--- src/rtl/core/ising2d_pkg.sv ---
// Shared types, constants and register codes for the 2-D Ising sweep core.
package ising2d_pkg;

    localparam int DEF_MAX_ROWS = 64;
    localparam int DEF_MAX_COLS = 64;

    localparam int RND_W      = 16;
    localparam int THR_W      = 17;
    localparam int THR_PACK_W = 3 * THR_W;
    localparam int SITE_W     = 6;
    localparam int SIZE_W     = 7;
    localparam int CFG_IDX_W  = 3;
    localparam int CFG_DATA_W = THR_PACK_W;
    localparam int IDX_W      = 4;

    // first table entry used by a down spin
    localparam int IDX_DOWN_BASE = 5;

    localparam logic [SIZE_W-1:0] SIZE_RST = 7'd64;

    // refill: one read per window row plus one lookahead read
    localparam int LOAD_CNT_W = 3;
    localparam logic [LOAD_CNT_W-1:0] LOAD_LAST = 3'd4;

    typedef enum logic [CFG_IDX_W-1:0] {
        CFG_BOUNDARY = 3'd0,
        CFG_ROWS     = 3'd1,
        CFG_COLS     = 3'd2,
        CFG_THR_A    = 3'd3,
        CFG_THR_B    = 3'd4,
        CFG_THR_C    = 3'd5,
        CFG_THR_D    = 3'd6
    } cfg_idx_t;

    typedef enum logic [1:0] {
        ST_RUN,
        ST_FLUSH,
        ST_LOAD
    } ctl_state_t;

    // one site and its four neighbours, with presence flags for free edges
    typedef struct packed {
        logic spin;
        logic up;
        logic dn;
        logic lf;
        logic rt;
        logic up_en;
        logic dn_en;
        logic lf_en;
        logic rt_en;
    } nbr_t;

endpackage

--- src/rtl/core/ising2d_site_eval.sv ---
// Metropolis decision for one site: neighbour sum, table index, threshold compare.
module ising2d_site_eval (
    input  ising2d_pkg::nbr_t                     nbr,
    input  logic [ising2d_pkg::RND_W-1:0]      random_value,
    input  logic [ising2d_pkg::THR_PACK_W-1:0] thr_a,
    input  logic [ising2d_pkg::THR_PACK_W-1:0] thr_b,
    input  logic [ising2d_pkg::THR_PACK_W-1:0] thr_c,
    input  logic [ising2d_pkg::THR_W-1:0]      thr_d,
    output logic                               flip
);

    localparam int TW = ising2d_pkg::THR_W;

    logic [2:0]                       n_pos;
    logic [2:0]                       n_neg;
    logic [3:0]                       sum_ofs;   // sum + 4, 0..8
    logic [ising2d_pkg::IDX_W-1:0] idx;
    logic [TW-1:0]                    thr;

    always_comb
    begin
        n_pos = 3'(nbr.up_en & nbr.up) + 3'(nbr.dn_en & nbr.dn)
              + 3'(nbr.lf_en & nbr.lf) + 3'(nbr.rt_en & nbr.rt);
        n_neg = 3'(nbr.up_en & ~nbr.up) + 3'(nbr.dn_en & ~nbr.dn)
              + 3'(nbr.lf_en & ~nbr.lf) + 3'(nbr.rt_en & ~nbr.rt);
        sum_ofs = 4'd4 + 4'(n_pos) - 4'(n_neg);
        // floor((sum - 5*spin + 9)/2): up spin -> (sum+4)/2, down -> that plus 5
        if (nbr.spin)
        begin
            idx = {1'b0, sum_ofs[3:1]};
        end
        else
        begin
            idx = {1'b0, sum_ofs[3:1]} + 4'(ising2d_pkg::IDX_DOWN_BASE);
        end
    end

    always_comb
    begin
        case (idx)
            4'd0:    thr = thr_a[TW-1:0];
            4'd1:    thr = thr_a[2*TW-1:TW];
            4'd2:    thr = thr_a[3*TW-1:2*TW];
            4'd3:    thr = thr_b[TW-1:0];
            4'd4:    thr = thr_b[2*TW-1:TW];
            4'd5:    thr = thr_b[3*TW-1:2*TW];
            4'd6:    thr = thr_c[TW-1:0];
            4'd7:    thr = thr_c[2*TW-1:TW];
            4'd8:    thr = thr_c[3*TW-1:2*TW];
            4'd9:    thr = thr_d;
            default: thr = '0;
        endcase
    end

    assign flip = {1'b0, random_value} < thr;

endmodule

--- config.mk ---
export PLATFORM = sky130hd
export DESIGN_NAME = ising2d_site_eval
export DESIGN_NICKNAME = d
export VERILOG_FILES = /design/src/rtl/core/ising2d_pkg.sv /design/src/rtl/core/ising2d_site_eval.sv
export SDC_FILE = /design/constraint.sdc
export NUM_CORES = 1
export LEC_CHECK = 0
export BUFFER_PORTS_ARGS = -buffer_cell sky130_fd_sc_hd__buf_2
export CORE_AREA = 2 2 76 78
export DETAILED_ROUTE_END_ITERATION = 6
export DIE_AREA = 0 0 78 80
export MAX_ROUTING_LAYER = met4
export PLACE_DENSITY_LB_ADDON = 0.3
export SLEW_MARGIN = 20
export SYNTH_ARGS = -nofsm -noshare
export SYNTH_HDL_FRONTEND = slang
export SYNTH_SLANG_ARGS = --single-unit
--- constraint.sdc ---
create_clock -name vclk -period 25.8
set_clock_uncertainty 0.05 [all_clocks]
set_input_delay 3.87 -clock vclk [all_inputs]
set_output_delay 3.87 -clock vclk [all_outputs]
set_load 0.02 [all_outputs]
Word-level counts from Yosys, hierarchy flattened
Cells that the tools add are included.
{ "op_classes": {"add_sub_neg": 9, "order_cmp": 1, "n_eq_ne": 9, "mux": 2, "bitwise": 12, "n_reduce_logical": 1} }
{ "op_table": {"columns": ["cell", "count"], "rows": [
  ["$pmux W17 S10", 1],
  ["$lt A16 B17 Y1", 1],
  ["$eq A4 B3 Y1 const B", 4],
  ["$and A1 B3 Y3", 4],
  ["$not A1 Y3", 4],
  ["$add A3 B3 Y3", 3],
  ["$eq A4 B2 Y1 const B", 2],
  ["$eq A4 B4 Y1 const B", 2],
  ["$add A3 B3 Y4 const A", 1],
  ["$add A3 B3 Y4 const B", 1],
  ["$and A1 B1 Y1", 4],
  ["$eq A4 B1 Y1 const B", 1],
  ["$logic_not A4 Y1", 1],
  ["$mux W4", 1],
  ["$sub A4 B3 Y4", 1],
  ["$add A2 B1 Y3", 1],
  ["$add A3 B1 Y3", 1],
  ["$add A1 B1 Y2", 1]
]} }
{ "word_totals": {"regBits": 0, "inputBits": 195, "out_inout_bits": 1, "word_cells": 34} }

Logic depth before layout (Yosys ltp)
Gate-level depths: netlist (run 1).
{ "depth": {"depth_word": 11, "ltp_mapped": 29, "depth_no_buf": 27} }

Worst setup path after synthesis (run 1)
Ideal clock, no wire load.
{ "synth_timing": {"path_kind": "input to output", "startpoint": "input port nbr[7] (netlist bit)", "endpoint": "output port flip", "arrival_time_ns": 10.335, "required_ns": 21.880, "setup_slack_ns": 11.545, "stages": 29, "path_buffers": 2, "cell_sequence": "nand2b_1 > fa_1 > inv_1 > ha_1 > ha_1 > inv_1 > fa_1 > nand3_1 > fa_1 > xor2_4 > inv_2 > ha_1 > clkbuf_1 > nor3b_1 > a21boi_1 > nor2_4 > buf_1 > nand3_1 > nand4_1 > a21oi_1 > and4_1 > ha_1 > a211oi_1 > o21bai_1 > a2111oi_0 > o21ai_0 > a211oi_1 > o41ai_1 > o211ai_1"} }
{ "synth_via": {"elab_chain_cells": 11, "elab_cells_between_ends": 25, "classes_between": "9 x add/sub; 1 x order compare; 9 x eq/ne; 2 x mux; 3 x bitwise; 1 x reduce/logical"} }
{ "synth_rtl": {"columns": ["element", "line_no", "rtl"], "rows": [
  ["start, declared", "ising2d_site_eval.sv:3", "input ising2d_pkg::nbr_t nbr,"],
  ["$and A1 B1 Y1 or $not A1 Y3 (tied branches)", "ising2d_site_eval.sv:22, ising2d_site_eval.sv:24", null],
  ["$add A1 B1 Y2 or $and A1 B3 Y3 (tied branches)", "ising2d_site_eval.sv:22, ising2d_site_eval.sv:24", null],
  ["$add A2 B1 Y3 or $add A3 B3 Y3 (tied branches)", "ising2d_site_eval.sv:23, ising2d_site_eval.sv:24", null],
  ["$add A3 B1 Y3 or $add A3 B3 Y3 (tied branches)", "ising2d_site_eval.sv:23, ising2d_site_eval.sv:25", null],
  ["$add A3 B3 Y4 or $add A3 B3 Y3 (tied branches)", "ising2d_site_eval.sv:26, ising2d_site_eval.sv:25", null],
  ["$sub A4 B3 Y4 *", "ising2d_site_eval.sv:26", "sum_ofs = 4'd4 + 4'(n_pos) - 4'(n_neg);"],
  ["$add A3 B3 Y4", "ising2d_site_eval.sv:34", "idx = {1'b0, sum_ofs[3:1]} + 4'(ising2d_pkg::IDX_DOWN_BASE);"],
  ["$mux W4 *", "ising2d_site_eval.sv:28", "if (nbr.spin)"],
  ["$eq A4 B4 Y1 (tied with other cells)", "ising2d_site_eval.sv:40", "case (idx)"],
  ["$pmux W17 S10 *", "ising2d_site_eval.sv:40", null],
  ["$lt A16 B17 Y1 *", "ising2d_site_eval.sv:55", "assign flip = {1'b0, random_value} < thr;"],
  ["end, declared", "ising2d_site_eval.sv:9", "output logic flip"]
]} }
Mark *: on every way between the ends. The rest lies on a longest branch, timed or not.

Final worst setup path (run 1)
Ends and elaborated chain as after synthesis.

==> impl_metrics.yaml, run 1 <==
placed_design:
  gp_congestion: 0.982
  place_hpwl_um: 7780
  port_buffers: 196
worst_hold_path:
  whs_endpoint: "flip"
  min-delay-start: "thr_b[50]"
  hold_path.class: "in2out"
  whs_path_depth: 4
die:
  fp.dieW_um: 78
  rows: 27
  die_area_mm2: 0.00624
  ioPinCount: 196
  core_mm2: 0.00541
  die_y_um: 80
  start_util_pct: 39.8
run_status:
  violations: "design-rule violations"
  status: "complete, but fails checks"
final_layout:
  n_sequential_cell: 0
  area_delta_synth_final_pct: 46.0
  antenna_cells: 0
  regArea_um2: 0
  nNetsFinal: 711
  clockBufferCount: 0
  drive_gt1_share_pct: 44.2
  fill_cells: 552
route:
  drtPass1Iterations: 7
  drt_iter0_markers: 238
  viasPerCell: 5.92
  drc_errors: 5
  routed_wl_um: 9450
  wire_per_inst_um: 16.8
  ant_nets: 0
  vias: 3319
pwr:
  p_leak_nw: 1.47
  vdd_drop_max_mv: 0.0381
  totalPowerFinal_uw: 234
  p_per_area_mw_per_mm2: 74.7
setup_path:
  cp_max_fo: 15
  path_class: "in2out"
  arrival_ps: 11000
  critical_path_required_ps: 21880
  end_kind: "output port"
  startpoint_type: "primary input"
yosys:
  syn-num-nets: 530
  syn_area_mm2: 0.00215
  synth_sequential_area_ratio_pct: 0
  yosys_warnings: 0
  synthDistinctLibCells: 59
  synth_top_area_cell: "nand3_1"
  syn_inst: 310
  yosysTopAreaCellShare_pct: 19.6
  yosys-top-cells-area: "nand3_1, ha_1, a222oi_1, and4_1, nand4_1"
  syn_area_per_cell_um2: 6.93
clock_network:
  hold_buffers: 0
  cts_resized: 0
  cts_setup_buffers: 0
timing:
  fin_crit_sh_pct: 57.8
  timing.fmax_mhz: 67.0
  slew_viol_final: 0
  post-route-min-period_ps: 14920
  slew_headroom_pct: 49.9
  tightest_slew_ps: 752
  fin_tns_setup_ps: 0
  rsz0062_at_grt: "false"
  setup_viol: 0
  hold_violations: 0
global_routing:
  grt_pass1_wl_um: 13700
  grt_max_degree: 40
  grt_use_total_pct: 27.6
  antenna_found_initial: 0
  grt_pass1_vias: 2941
  overflow: 0
flow_run:
  maxCapViolations: 0
worst max-delay path by stage:
| stage | cells after the start | to | start |
|---|---|---|---|
| final | 27 | flip | nbr[7] |
| after global placement | 27 | flip | nbr[7] |
| after global routing | 29 | flip | nbr[7] |
| after detailed placement | 27 | flip | nbr[7] |
| after CTS | 27 | flip | nbr[7] |
| after floorplan | 29 | flip | nbr[7] |
layout make-up:
class	instances	area (µm²)	share of cell area (%)
timing repair buffer	201	1020	32.4
tap	72	90.1	2.87
inverter	11	41.3	1.32
multi-input combinational	277	1990	63.4
layout by cell type, fill, tap and decap left out, types with 2 or more instances in the layout:
cell,netlist,routed
o21ai_0,6,6
o211ai_1,2,2
inv_1,9,9
a21oi_1,21,21
a211oi_1,3,3
a222oi_1,15,15
and2_1,3,2
nand4_1,21,21
a22o_1,2,2
o21ai_1,2,2
nand3_1,84,84
nor2_1,5,5
fa_1,3,3
buf_4,1,5
mux2i_1,6,6
and2b_1,2,2
and4_1,15,15
nand2b_1,4,4
buf_2,9,196
nand2_1,26,26
nor2b_1,2,2
nor3b_1,2,2
ha_1,22,22
cell usage after synthesis (2+ instances only):
| cell type | n |
|---|---|
| a211oi_1 | 3 |
| a21oi_1 | 21 |
| a222oi_1 | 15 |
| a22o_1 | 2 |
| and2_1 | 3 |
| and2b_1 | 2 |
| and4_1 | 15 |
| buf_2 | 9 |
| buf_6 | 3 |
| clkbuf_1 | 8 |
| fa_1 | 3 |
| ha_1 | 22 |
| inv_1 | 9 |
| mux2i_1 | 6 |
| nand2_1 | 26 |
| nand2b_1 | 4 |
| nand3_1 | 84 |
| nand4_1 | 21 |
| nor2_1 | 5 |
| nor2b_1 | 2 |
| nor3b_1 | 2 |
| o211ai_1 | 2 |
| o21ai_0 | 6 |
| o21ai_1 | 2 |
critical path: stages:
cell and delay [ps]:
buf_2 110, nand2b_1 170, fa_1 550, inv_1 40
ha_1 280, ha_1 280, inv_1 50, fa_1 550
nand3_1 100, fa_1 460, xor2_4 360, inv_2 200
ha_1 480, or3_1 430, o22a_1 210, nor2_2 470
nand2_1 110, and4_1 220, ha_1 290, a211oi_1 260
o21bai_1 110, a2111oi_0 400, o21ai_0 130, a211oi_1 290
o41ai_1 120, o211ai_1 230, buf_2 210
power by group:
group | switching (mW) | internal, mW | leakage (nW)
combinational | 0.137 | 0.0972 | 1.47
clock | 0 | 0 | 0
sequential | 0 | 0 | 0
cell families (layout without fill, tap and decap cells):
| kind of cell | count (synthesis) | count (layout) | synth area share, % |
|---|---|---|---|
| adder cells (fa/ha/maj) | 25 | 25 | 15.6 |
| AO/OA/AOI/OAI | 72 | 72 | 26.8 |
| AND/OR/NAND/NOR | 172 | 172 | 45.0 |
| multiplexers | 7 | 7 | 3.84 |
| buffers and inverters | 33 | 212 | 7.51 |
| XOR/XNOR | 1 | 1 | 1.28 |
through the flow:
step           cells  setup slack [ps]  instance area [µm²]  utilization (%)  hold WS [ps]
4_1_cts          561             10870                 3140             58.1          8150
3_3_place_gp     561             11130                 3140             58.1          8150
2_1_floorplan    310             11550                 2150                -          7930
5_1_grt          561             10310                 3140             58.1          8190
6_report         561             10880                 3140             58.1          8140
3_5_place_dp     561             10890                 3140             58.1          8150
metal layers:
metal | track usage [%] | vias to the layer above | routed length (µm)
met4 | 1.23 | 0 | 54
li1 | - | 1603 | -
met1 | 36.5 | 1526 | 4000
met5 | - | - | 0
met3 | 2.49 | 8 | 843
met2 | 48.3 | 182 | 4550
Power figures use the tool's default switching activity.
==> run 2, diff against run 1 <==
Settings changed: CORE_AREA 2 2 76 78 to unset, CORE_MARGIN set to 2, CORE_UTILIZATION set to 36, DIE_AREA 0 0 78 80 to unset.
Clock period 25.8 ns to 12.6 ns, I/O delays scaled along.
==> impl_metrics.yaml, run 2 (synthesis gave the netlist of run 1 again) <==
run_status:
  status: "finished clean"
final_layout:
  mostFrequentLayoutCell: "buf_2"
  final_cell_mix: "buf_2, nand3_1, nand2_1"
  regArea_um2: 0
  fill_cells: 589
  fin_util_pct: 53.6
  area_delta_synth_final_pct: 45.9
  drive_gt1_share_pct: 44.1
  clockBufferCount: 0
  nNetsFinal: 710
  antenna_cells: 0
  n_sequential_cell: 0
die:
  die_y_um: 81.3
  fp.dieW_um: 81.3
  rows: 28
  die_area_mm2: 0.00660
  ioPinCount: 196
  start_util_pct: 36.7
  core_mm2: 0.00585
setup_path:
  startpoint_type: "primary input"
  slowest_delay_ps: 800
  critical_path_required_ps: 10660
  end_kind: "output port"
  arrival_ps: 9030
  cp_max_fo: 17
  path_class: "in2out"
  slowest_stage: "nor2_1"
  cp_common_cell: "ha_1"
placed_design:
  port_buffers: 196
  place_hpwl_um: 7860
  gp_congestion: 0.957
  detailedPlace.worstSlack_ps: 1680
pwr:
  internal-power_uw: 198
  p_per_area_mw_per_mm2: 152
  seqPwrFrac_pct: 0
  p_leak_nw: 1.47
  combPwrFrac_pct: 100.0
  clockPowerShare_pct: 0
  p_sw_share_pct: 58.6
  vdd_drop_max_mv: 0.0773
  p_switching_uw: 280
  totalPowerFinal_uw: 478
worst_hold_path:
  min-delay-start: "thr_c[50]"
  hold_path.class: "in2out"
  whs_endpoint: "flip"
  whs_path_depth: 4
timing:
  rsz0062_at_grt: "false"
  fin_crit_sh_pct: 87.0
  setup_viol: 0
  tightest_slew_ps: 995
  timing.fmax_mhz: 91.2
  slew_headroom_pct: 33.4
  fin_ws_ps: 1630
  slew_viol_final: 0
  hold_violations: 0
  post-route-min-period_ps: 10970
  fin_tns_setup_ps: 0
flow_run:
  maxCapViolations: 0
clock_network:
  cts_resized: 0
  hold_buffers: 0
  cts_setup_buffers: 0
route:
  ant_nets: 0
  drtPass1Iterations: 7
  wire_per_inst_um: 16.8
  drc_errors: 0
  vias: 3307
  viasPerCell: 5.87
  routed_wl_um: 9440
  drt_iter0_markers: 280
global_routing:
  grt_use_total_pct: 26.0
  grt_pass1_vias: 2746
  grt_max_degree: 71
  grt_pass1_wl_um: 13300
  antenna_found_initial: 0
  overflow: 0
[run 2: changes by cell type in the layout (fill, tap and decap cells not counted), sizes merged]
cell	before	now
buf	201	200
[run 2: metal layers]
| layer | global-route usage, % | part of all wire (%) | routed length, µm |
|---|---|---|---|
| met3 | 1.22 | 8.8 | 833 |
| met4 | 0.847 | 0.20 | 19 |
| met2 | 43.6 | 48 | 4530 |
| met1 | 36.5 | 43 | 4050 |
| met5 | - | 0 | 0 |
[run 2: worst max path at each step]
stage            from  endpoint  slack [ps]  depth (start not counted)
2_1_floorplan  nbr[7]      flip        2310                         29
3_3_place_gp   nbr[7]      flip        1870                         27
3_5_place_dp   nbr[7]      flip        1680                         29
4_1_cts        nbr[7]      flip        1640                         29
5_1_grt        nbr[7]      flip        1050                         27
6_report       nbr[7]      flip        1630                         27
[run 2: critical path: cells and delay by family]
kind	cells	cell delay [ps]
buf+inv	5	610
compound gates	8	1680
fa+ha+maj	7	2900
xor+xnor	1	350
simple gates	6	1570
[run 2: power groups by stage]
stage / Sequential, mW / Clock, mW / Combinational (mW)
floorplan: 0 / 0 / 0.346
global placement: 0 / 0 / 0.469
detailed placement: 0 / 0 / 0.474
CTS: 0 / 0 / 0.476
global route: 0 / 0 / 0.527
finish: 0 / 0 / 0.478
[run 2: cell type report]
class / instances / area [µm²] / area share [%]
repair buffers: 200 / 1010 / 32.2
well taps: 75 / 93.8 / 2.99
inverters: 11 / 41.3 / 1.32
multi-input cells: 277 / 1990 / 63.4
[run 2: stage by stage]
stage | hold WS [ps] | cell area, µm² | std cells
3_3_place_gp | 4150 | 3140 | 563
3_5_place_dp | 4170 | 3140 | 563
5_1_grt | 4180 | 3140 | 563
4_1_cts | 4170 | 3140 | 563
2_1_floorplan | 3970 | 2150 | 310
6_report | 4160 | 3140 | 563
